--- src/rtl/bounded_mode_counter_macros.svh ---
// ----------------------------------------------------------------------------
// bounded mode counter assertion macros
// shared concurrent assertion forms, clocked on clock, disabled in reset
// ----------------------------------------------------------------------------
`ifndef BOUNDED_MODE_COUNTER_MACROS_SVH
`define BOUNDED_MODE_COUNTER_MACROS_SVH

// property checked at every clock edge outside reset
`define BMC_ASSERT(label, prop, msg) \
   label: assert property (@(posedge clock) disable iff (reset) (prop)) \
      else $error(msg);

// consequent checked after the antecedent, by non-overlapping implication
`define BMC_ASSERT_NEXT(label, ante, cons, msg) \
   label: assert property (@(posedge clock) disable iff (reset) (ante) |=> (cons)) \
      else $error(msg);

`endif

--- src/rtl/bmc_pkg.sv ---
// ----------------------------------------------------------------------------
// bmc_pkg
// shared types and codes of the bounded mode counter
// ----------------------------------------------------------------------------
`default_nettype none

package bmc_pkg;

   // command codes carried in the mode field
   localparam logic [1:0] CMD_ADVANCE  = 2'd0;
   localparam logic [1:0] CMD_LOAD     = 2'd1;
   localparam logic [1:0] CMD_RESET    = 2'd2;
   localparam logic [1:0] CMD_SET_MODE = 2'd3;

   // counting modes
   localparam logic [1:0] RUN_CLIP    = 2'd0;
   localparam logic [1:0] RUN_WRAP    = 2'd1;
   localparam logic [1:0] RUN_REVERSE = 2'd2;

   // configuration register indexes
   localparam logic [1:0] CSR_BEGIN = 2'd0;
   localparam logic [1:0] CSR_END   = 2'd1;
   localparam logic [1:0] CSR_STEP  = 2'd2;

   // reset values
   localparam logic [31:0] BEGIN_RESET = 32'd0;
   localparam logic [31:0] END_RESET   = 32'd127;
   localparam logic [30:0] STEP_RESET  = 31'd1;

   // configuration registers
   typedef struct packed {
      logic [31:0] begin_value;
      logic [31:0] end_value;
      logic [30:0] step_size;
   } cfg_type;

   // counter state
   typedef struct packed {
      logic [31:0] count;
      logic        direction;
      logic [1:0]  run_mode;
   } state_type;

   // one command word
   typedef struct packed {
      logic [1:0]  mode;
      logic [31:0] load_value;
      logic [1:0]  new_run_mode;
   } cmd_type;

   // outcome of one command
   typedef struct packed {
      state_type   next_state;
      logic        emit;
      logic [31:0] count_out;
      logic        boundary_hit;
   } result_type;

endpackage

`default_nettype wire

--- src/rtl/bmc_csr.sv ---
// ----------------------------------------------------------------------------
// bmc_csr
// configuration registers: bounds and step size
// ----------------------------------------------------------------------------
`default_nettype none

module bmc_csr
   import bmc_pkg::*;
(
   input  wire logic        clock,
   input  wire logic        reset,
   input  wire logic        csr_write_enable,
   input  wire logic [1:0]  csr_index,
   input  wire logic [31:0] csr_write_data,
   output cfg_type          cfg
);

   cfg_type cfg_ff;
   cfg_type cfg_in;

   // register write decode, unknown index ignored
   always_comb begin
      cfg_in = cfg_ff;
      if (csr_write_enable) begin
         case (csr_index)
            CSR_BEGIN: cfg_in.begin_value = csr_write_data;
            CSR_END:   cfg_in.end_value   = csr_write_data;
            CSR_STEP:  cfg_in.step_size   = csr_write_data[30:0];
            default:   cfg_in = cfg_ff;
         endcase
      end
   end

   always_ff @(posedge clock) begin
      if (reset) begin
         cfg_ff.begin_value <= BEGIN_RESET;
         cfg_ff.end_value   <= END_RESET;
         cfg_ff.step_size   <= STEP_RESET;
      end else begin
         cfg_ff <= cfg_in;
      end
   end

   assign cfg = cfg_ff;

endmodule

`default_nettype wire

--- src/rtl/bmc_step.sv ---
// ----------------------------------------------------------------------------
// bmc_step
// single pass datapath: next counter state and result for one command
// ----------------------------------------------------------------------------
`default_nettype none

module bmc_step
   import bmc_pkg::*;
(
   input  wire cfg_type   cfg,
   input  wire state_type state,
   input  wire cmd_type   cmd,
   output result_type     result
);

   logic        ascending;
   logic        fwd;
   logic        sneg;
   logic        hit;
   logic [31:0] step_pos;
   logic [31:0] step_s;
   logic [31:0] step_a;
   logic [31:0] target;
   logic [31:0] root;
   logic [31:0] d_vt;
   logic [31:0] d_tv;
   logic [31:0] wrap_val;
   logic [31:0] wrap_diff;
   logic [31:0] wrap_fix;
   logic [31:0] rev_val;
   logic [31:0] rev_diff;
   logic [31:0] rev_fix;

   // direction, target bound and signed step
   assign ascending = $signed(cfg.begin_value) < $signed(cfg.end_value);
   assign fwd       = state.direction;
   assign sneg      = ascending ? ~fwd : fwd;
   assign step_pos  = {1'b0, cfg.step_size};
   assign step_s    = sneg ? (32'd0 - step_pos) : step_pos;
   assign step_a    = ascending ? step_pos : (32'd0 - step_pos);
   assign target    = fwd ? cfg.end_value : cfg.begin_value;
   assign root      = fwd ? cfg.begin_value : cfg.end_value;

   // at or past the target bound
   assign d_vt = state.count - target;
   assign d_tv = target - state.count;
   assign hit  = ~(sneg ? d_tv[31] : d_vt[31]);

   // wrap: fold by the span, clamp an overshoot to the target
   assign wrap_val  = state.count + cfg.begin_value - cfg.end_value;
   assign wrap_diff = sneg ? (target - wrap_val) : (wrap_val - target);
   assign wrap_fix  = (~wrap_diff[31] && (wrap_diff != 32'd0)) ? target : wrap_val;

   // reverse: reflect off the target, clamp to the far bound
   assign rev_val  = {target[30:0], 1'b0} - state.count;
   assign rev_diff = sneg ? (root - rev_val) : (rev_val - root);
   assign rev_fix  = rev_diff[31] ? root : rev_val;

   // command decode and state update
   always_comb begin
      result.next_state   = state;
      result.emit         = 1'b0;
      result.count_out    = state.count;
      result.boundary_hit = hit;
      case (cmd.mode)
         CMD_ADVANCE: begin
            result.emit = 1'b1;
            if (!hit) begin
               result.next_state.count = state.count + step_s;
            end else begin
               case (state.run_mode)
                  RUN_WRAP: begin
                     result.count_out        = wrap_fix;
                     result.next_state.count = wrap_fix + step_s;
                  end
                  RUN_REVERSE: begin
                     result.count_out            = rev_fix;
                     result.next_state.count     = rev_fix - step_s;
                     result.next_state.direction = ~fwd;
                  end
                  default: begin
                     result.count_out        = target;
                     result.next_state.count = target + step_s;
                  end
               endcase
            end
         end
         CMD_LOAD: begin
            result.next_state.count     = cmd.load_value;
            result.next_state.direction = 1'b1;
         end
         CMD_RESET: begin
            result.next_state.count = cfg.begin_value;
         end
         default: begin
            // set mode: re-aim the pending step when the direction turns forward
            case (cmd.new_run_mode)
               RUN_CLIP, RUN_WRAP: begin
                  result.next_state.run_mode  = cmd.new_run_mode;
                  result.next_state.direction = 1'b1;
                  if (!state.direction) begin
                     result.next_state.count = state.count + {step_a[30:0], 1'b0};
                  end
               end
               RUN_REVERSE: begin
                  result.next_state.run_mode = RUN_REVERSE;
               end
               default: begin
                  result.next_state = state;
               end
            endcase
         end
      endcase
   end

endmodule

`default_nettype wire

--- src/rtl/bounded_mode_counter.sv ---
// ----------------------------------------------------------------------------
// bounded_mode_counter
// counter between two bounds with clip, wrap and reverse modes
// ----------------------------------------------------------------------------
// Commands arrive on the req_ channel (valid/stall), one word per command:
// advance, load, reset to begin, or set counting mode. Only an advance
// returns a word on the rsp_ channel: the count and a boundary flag.
// Bounds and step size are written through the csr_ port; the user must
// write them only while idle, unenforced by the block. A command is taken
// into an input register; the step logic executes it against the counter
// state and, for an advance, loads the response register. Throughput is
// one command per cycle unless a held response blocks an advance, set by
// the state update loop (add, compare and select on the registered count).
// When the receiver stalls, a held response blocks only a following
// advance in the input register; load, reset and mode commands still pass.
// Reset restores begin 0, end 127, step 1, count 0, forward, clip mode,
// and empties both registers.
// ----------------------------------------------------------------------------
`default_nettype none

module bounded_mode_counter
   import bmc_pkg::*;
(
   input  wire logic        clock,
   input  wire logic        reset,
   input  wire logic        req_valid,
   output logic             req_stall,
   input  wire logic [1:0]  req_mode,
   input  wire logic [31:0] req_load_value,
   input  wire logic [1:0]  req_new_run_mode,
   output logic             rsp_valid,
   input  wire logic        rsp_stall,
   output logic [31:0]      rsp_count_out,
   output logic             rsp_boundary_hit,
   input  wire logic        csr_write_enable,
   input  wire logic [1:0]  csr_index,
   input  wire logic [31:0] csr_write_data
);

`include "bounded_mode_counter_macros.svh"

   cfg_type    cfg;
   result_type result;

   logic       s1_valid_ff;
   logic       s1_valid_in;
   cmd_type    s1_cmd_ff;
   state_type  state_ff;
   logic       rsp_valid_ff;
   logic       rsp_valid_in;
   logic [31:0] rsp_count_ff;
   logic       rsp_hit_ff;
   logic       out_ready;
   logic       s1_fire;
   logic       req_accept;

   // configuration registers
   bmc_csr u_csr (
      .clock            (clock),
      .reset            (reset),
      .csr_write_enable (csr_write_enable),
      .csr_index        (csr_index),
      .csr_write_data   (csr_write_data),
      .cfg              (cfg)
   );

   // command execution
   bmc_step u_step (
      .cfg    (cfg),
      .state  (state_ff),
      .cmd    (s1_cmd_ff),
      .result (result)
   );

   // handshake control
   assign out_ready  = ~rsp_valid_ff | ~rsp_stall;
   assign s1_fire    = s1_valid_ff & ((s1_cmd_ff.mode != CMD_ADVANCE) | out_ready);
   assign req_stall  = s1_valid_ff & ~s1_fire;
   assign req_accept = req_valid & ~req_stall;

   assign s1_valid_in  = req_accept | (s1_valid_ff & ~s1_fire);
   assign rsp_valid_in = (s1_fire & result.emit) | (rsp_valid_ff & rsp_stall);

   // input register
   always_ff @(posedge clock) begin
      if (reset) begin
         s1_valid_ff <= 1'b0;
      end else begin
         s1_valid_ff <= s1_valid_in;
      end
   end

   always_ff @(posedge clock) begin
      if (req_accept) begin
         s1_cmd_ff.mode         <= req_mode;
         s1_cmd_ff.load_value   <= req_load_value;
         s1_cmd_ff.new_run_mode <= req_new_run_mode;
      end
   end

   // counter state
   always_ff @(posedge clock) begin
      if (reset) begin
         state_ff.count     <= BEGIN_RESET;
         state_ff.direction <= 1'b1;
         state_ff.run_mode  <= RUN_CLIP;
      end else if (s1_fire) begin
         state_ff <= result.next_state;
      end
   end

   // response register
   always_ff @(posedge clock) begin
      if (reset) begin
         rsp_valid_ff <= 1'b0;
      end else begin
         rsp_valid_ff <= rsp_valid_in;
      end
   end

   always_ff @(posedge clock) begin
      if (s1_fire && result.emit) begin
         rsp_count_ff <= result.count_out;
         rsp_hit_ff   <= result.boundary_hit;
      end
   end

   assign rsp_valid        = rsp_valid_ff;
   assign rsp_count_out    = rsp_count_ff;
   assign rsp_boundary_hit = rsp_hit_ff;

   // assertions
   `BMC_ASSERT(a_stall_only_on_full, !req_stall || (s1_valid_ff && (s1_cmd_ff.mode == CMD_ADVANCE) && rsp_valid_ff && rsp_stall), "input stalled without a blocked advance")
   `BMC_ASSERT_NEXT(a_advance_responds, s1_fire && (s1_cmd_ff.mode == CMD_ADVANCE), rsp_valid_ff, "issued advance gave no response")
   `BMC_ASSERT_NEXT(a_load_forward, s1_fire && (s1_cmd_ff.mode == CMD_LOAD), state_ff.direction && (state_ff.count == $past(s1_cmd_ff.load_value)), "load did not set count and forward direction")
   `BMC_ASSERT_NEXT(a_no_spurious_rsp, s1_fire && (s1_cmd_ff.mode != CMD_ADVANCE) && !(rsp_valid_ff && rsp_stall), !rsp_valid_ff, "response raised by a non-advance command")

endmodule

`default_nettype wire
--- config.mk ---
export PLATFORM = sky130hd
export DESIGN_NAME = bounded_mode_counter
export DESIGN_NICKNAME = d
export VERILOG_FILES = /design/src/rtl/bmc_pkg.sv /design/src/rtl/bmc_csr.sv /design/src/rtl/bmc_step.sv /design/src/rtl/bounded_mode_counter.sv
export VERILOG_INCLUDE_DIRS = /design/src /design/src/rtl
export SDC_FILE = /design/constraint.sdc
export NUM_CORES = 1
export LEC_CHECK = 0
export ABC_AREA = 1
export BUFFER_PORTS_ARGS = -buffer_cell sky130_fd_sc_hd__buf_4
export CORE_ASPECT_RATIO = 0.6
export CORE_MARGIN = 2
export CORE_UTILIZATION = 30
export DETAILED_ROUTE_END_ITERATION = 16
export PLACE_DENSITY_LB_ADDON = 0.12
export SYNTH_ARGS = -nofsm -noshare
export SYNTH_HDL_FRONTEND = slang
export SYNTH_SLANG_ARGS = --single-unit
--- constraint.sdc ---
create_clock -name clock -period 9.1 [get_ports clock]
set_input_delay 0.455 -clock clock [delete_from_list [all_inputs] [get_ports clock]]
set_output_delay 0.455 -clock clock [all_outputs]
set_load 0.02 [all_outputs]
==> flow_summary.toml <==
[logic_synthesis]
yosysWarnings = 0
synth-seq-cells = 201
avgSynthCellArea_um2 = 6.33
synth_cell_type_count = 56
synth_area_mm2 = 0.0294
synthCells = 4648
synth_nets = 5169
synth_top_area_frac = 0.173
synth_top_area_cell = "ha_1"
yosysSeqAreaShare = 0.160
synthTopCellsByArea = "ha_1, nand2_1, dfxtp_1"

[hold_path]
hp-start = "req_valid"
min_to = "s1_valid_ff$_SDFF_PP0_"
hold_depth = 3
hold_class = "input port to register"

[die]
row_count = 88
io_pins = 110
initial_utilization = 0.304
fp.dieH_um = 247
coreArea_mm2 = 0.0967
die-width_um = 408
dieArea_mm2 = 0.101

[placement]
dp_slack_ns = -0.395
io_buffers = 109
dp_cells = 6482
hpwl_um = 117000
place_congestion = 0.987

[route]
vias = 33371
vias_per_cell = 5.06
drc = 0
wirelength_um = 139000
dr.pass1.iters = 8
wl_per_cell_um = 21.0
ant_nets = 0
drtIter0Drc = 3381

[cts]
worst_skew_pair.late_latency_ns = 0.65
cts_root_buf = "clkbuf_16"
cts_buffer_depth = 3
cts_tree = "done"
cts_htree_levels = 1
cts_inserted_buffers = 28
clkSinkCount = 201
path_clk_slew_ns = 0.07

[pwr]
vdd_drop_max_mv = 0.159
power_mw = 10.6
p_leak_nw = 18.5
power_density_mw_per_mm2 = 283

[global_routing]
grt_pass1_vias = 30147
grt_max_degree = 63
grt_pass1_wl_um = 201000
antenna_found_initial = 0
grt_usage = 0.267
grt-ovfl-total = 0

[setup_path]
reg2regPathDepth = 61
worstReg2RegEnd = "state_ff[25]$_SDFFE_PP0P_"
r2r-start = "u_csr.cfg[68]$_SDFFE_PP0P_"
critPathLaunchType = "register"
critPathMaxFanout = 7
slowest_stage = "fa_1"
crit_arrival_ns = 9.11
path_class = "register to register"
cpMostUsedCell = "nand2_1"
worstPathRequired_ns = 9.59
critPathCaptureType = "register"
cpPeakStageDelay_ns = 0.50
rrSetupSlack_ns = 0.48

[run_status]
status = "finished, final reports clean"

[timing]
worst_slew_pin_slew_ns = 1.17
skew_ns = 0.0341
hold_viol = 0
worst_slack_ns = 0.482
timing.fmax_mhz = 116
fin_hold_ws_ns = 0.0466
slew_headroom = 0.218
setup_viol = 0
maxSlewViolCount = 0
min_period_ns = 8.62
period_share = 0.947

[finish]
area_delta_synth_final_pct = 27.6
fin_cells = 6590
layout.nets = 5782
final_core_util = 0.388
drive_above_1_share = 0.175

[run]
drv_cap = 0
-- cell usage in the layout, fill, tap and decap left out, drive strengths merged, types with 2 or more instances in the layout --
master,n
o2111ai,17
inv,720
a221oi,17
a31o,2
a21o,13
nor2,280
dfxtp,132
nand4,47
dlygate4sd3,36
a211oi,7
edfxtp,69
nand2,1105
o221ai,17
o21ai,555
nor3,22
clkinv,8
diode,2
o311ai,2
buf,681
o21a,19
or2,4
xnor2,42
o22ai,5
bufinv,4
o31ai,7
a21boi,18
a21oi,521
o211ai,71
clkinvlp,4
ha,408
clkbuf,38
nor4,14
nand3b,7
and2,2
fa,38
xor2,106
a31oi,21
o21bai,14
nand3,208
-- routing by layer --
layer  global-route usage  vias to the layer above  wire, um
met5              0.00766                        -       105
met4               0.0408                        2      2380
met3               0.0425                       91     10200
met2                0.383                     1108     54700
met1                0.415                    15400     71200
li1                     -                    16770         -
-- worst max-delay path: cells and delay by family (launching register included) --
kind | cells | cell delay (ns)
flops | 1 | 0.32
xor+xnor | 2 | 0.35
compound gates | 19 | 2.64
buf+inv | 9 | 1.07
simple gates | 26 | 2.29
fa+ha+maj | 5 | 1.77
-- stage by stage --
step	cell area (um2)	TNS (ns)
after CTS	36900	0
after detailed placement	35500	-2.26
after floorplan	29400	0
after global routing	37500	-0.0910
final	37500	0
after global placement	35500	-3.18
-- cell usage after synthesis, drive strengths merged --
| master | count |
|---|---|
| nand4 | 47 |
| o2111ai | 17 |
| o21a | 19 |
| inv | 717 |
| a21oi | 521 |
| o22ai | 5 |
| a211oi | 7 |
| a21o | 13 |
| a211o | 1 |
| o21ai | 555 |
| clkinv | 5 |
| or2 | 4 |
| nor4 | 14 |
| nand2 | 1105 |
| nor3 | 22 |
| dfxtp | 132 |
| o221ai | 17 |
| ha | 408 |
| o21bai | 14 |
| nand3b | 7 |
| buf | 30 |
| nand3 | 208 |
| a21boi | 18 |
| xor2 | 106 |
| a22o | 1 |
| fa | 38 |
| clkbuf | 104 |
| nor2 | 280 |
| o311ai | 2 |
| a31o | 2 |
| o31ai | 7 |
| edfxtp | 69 |
| o211ai | 71 |
| a31oi | 21 |
| a221oi | 17 |
| xnor2 | 42 |
| and2 | 2 |
-- flip-flops by register name, summed over array words and instances (netlist names) --
name,cells
s1_valid_ff,1
rsp_valid,1
rsp_boundary_hit,1
u_csr.cfg,95
rsp_count_out,32
state_ff,35
s1_cmd_ff,36
-- worst max path at each step --
stage / from / endpoint / slack [ns] / cells past startpoint
global placement: u_csr.cfg[66]$_SDFFE_PP0P_ / state_ff[28]$_SDFFE_PP0P_ / -0.43 / 48
CTS: u_csr.cfg[66]$_SDFFE_PP0P_ / state_ff[33]$_SDFFE_PP0P_ / 0.01 / 56
floorplan: state_ff[4]$_SDFFE_PP0P_ / state_ff[33]$_SDFFE_PP0P_ / 1.45 / 56
finish: u_csr.cfg[68]$_SDFFE_PP0P_ / state_ff[25]$_SDFFE_PP0P_ / 0.48 / 61
detailed placement: u_csr.cfg[66]$_SDFFE_PP0P_ / state_ff[31]$_SDFFE_PP0P_ / -0.39 / 52
global route: u_csr.cfg[68]$_SDFFE_PP0P_ / state_ff[28]$_SDFFE_PP0P_ / -0.03 / 53
-- cell type report --
cell class | count | area [um2]
repair buffers | 717 | 5530
fillers | 10614 | 59100
inverters | 722 | 2720
diodes | 2 | 5.00
well taps | 1305 | 1630
clock inverters | 14 | 200
flip-flops and latches | 201 | 4720
clock buffers | 38 | 811
multi-input cells | 3591 | 21900
-- cells by family (layout without fill, tap and decap cells) --
family,after synthesis,count (layout),synth area share
buffers and inverters,856,1491,0.112
xor gates and xnor gates,148,148,0.0441
and+or+nand+nor,1689,1689,0.237
other,0,2,0
AOI/OAI and AO/OA,1308,1308,0.248
DFF,201,201,0.160
adders and majority gates,446,446,0.199
-- what timing repair did --
action | in CTS | in global routing
hold endpoints to repair | 36 | 0
endpoints found under the setup margin | 13 | 26
resized for setup | 7 | 129
pin swaps | 0 | 30
hold buffers | 36 | 0
buffers inserted | 0 | 18
-- report_power, final --
group,switching (mW),internal (mW),leakage (nW)
sequential,0.0425,0.982,1.74
clock,0.521,0.739,0.482
combinational,5.16,3.19,16.3
Power figures use the tool's default switching activity.
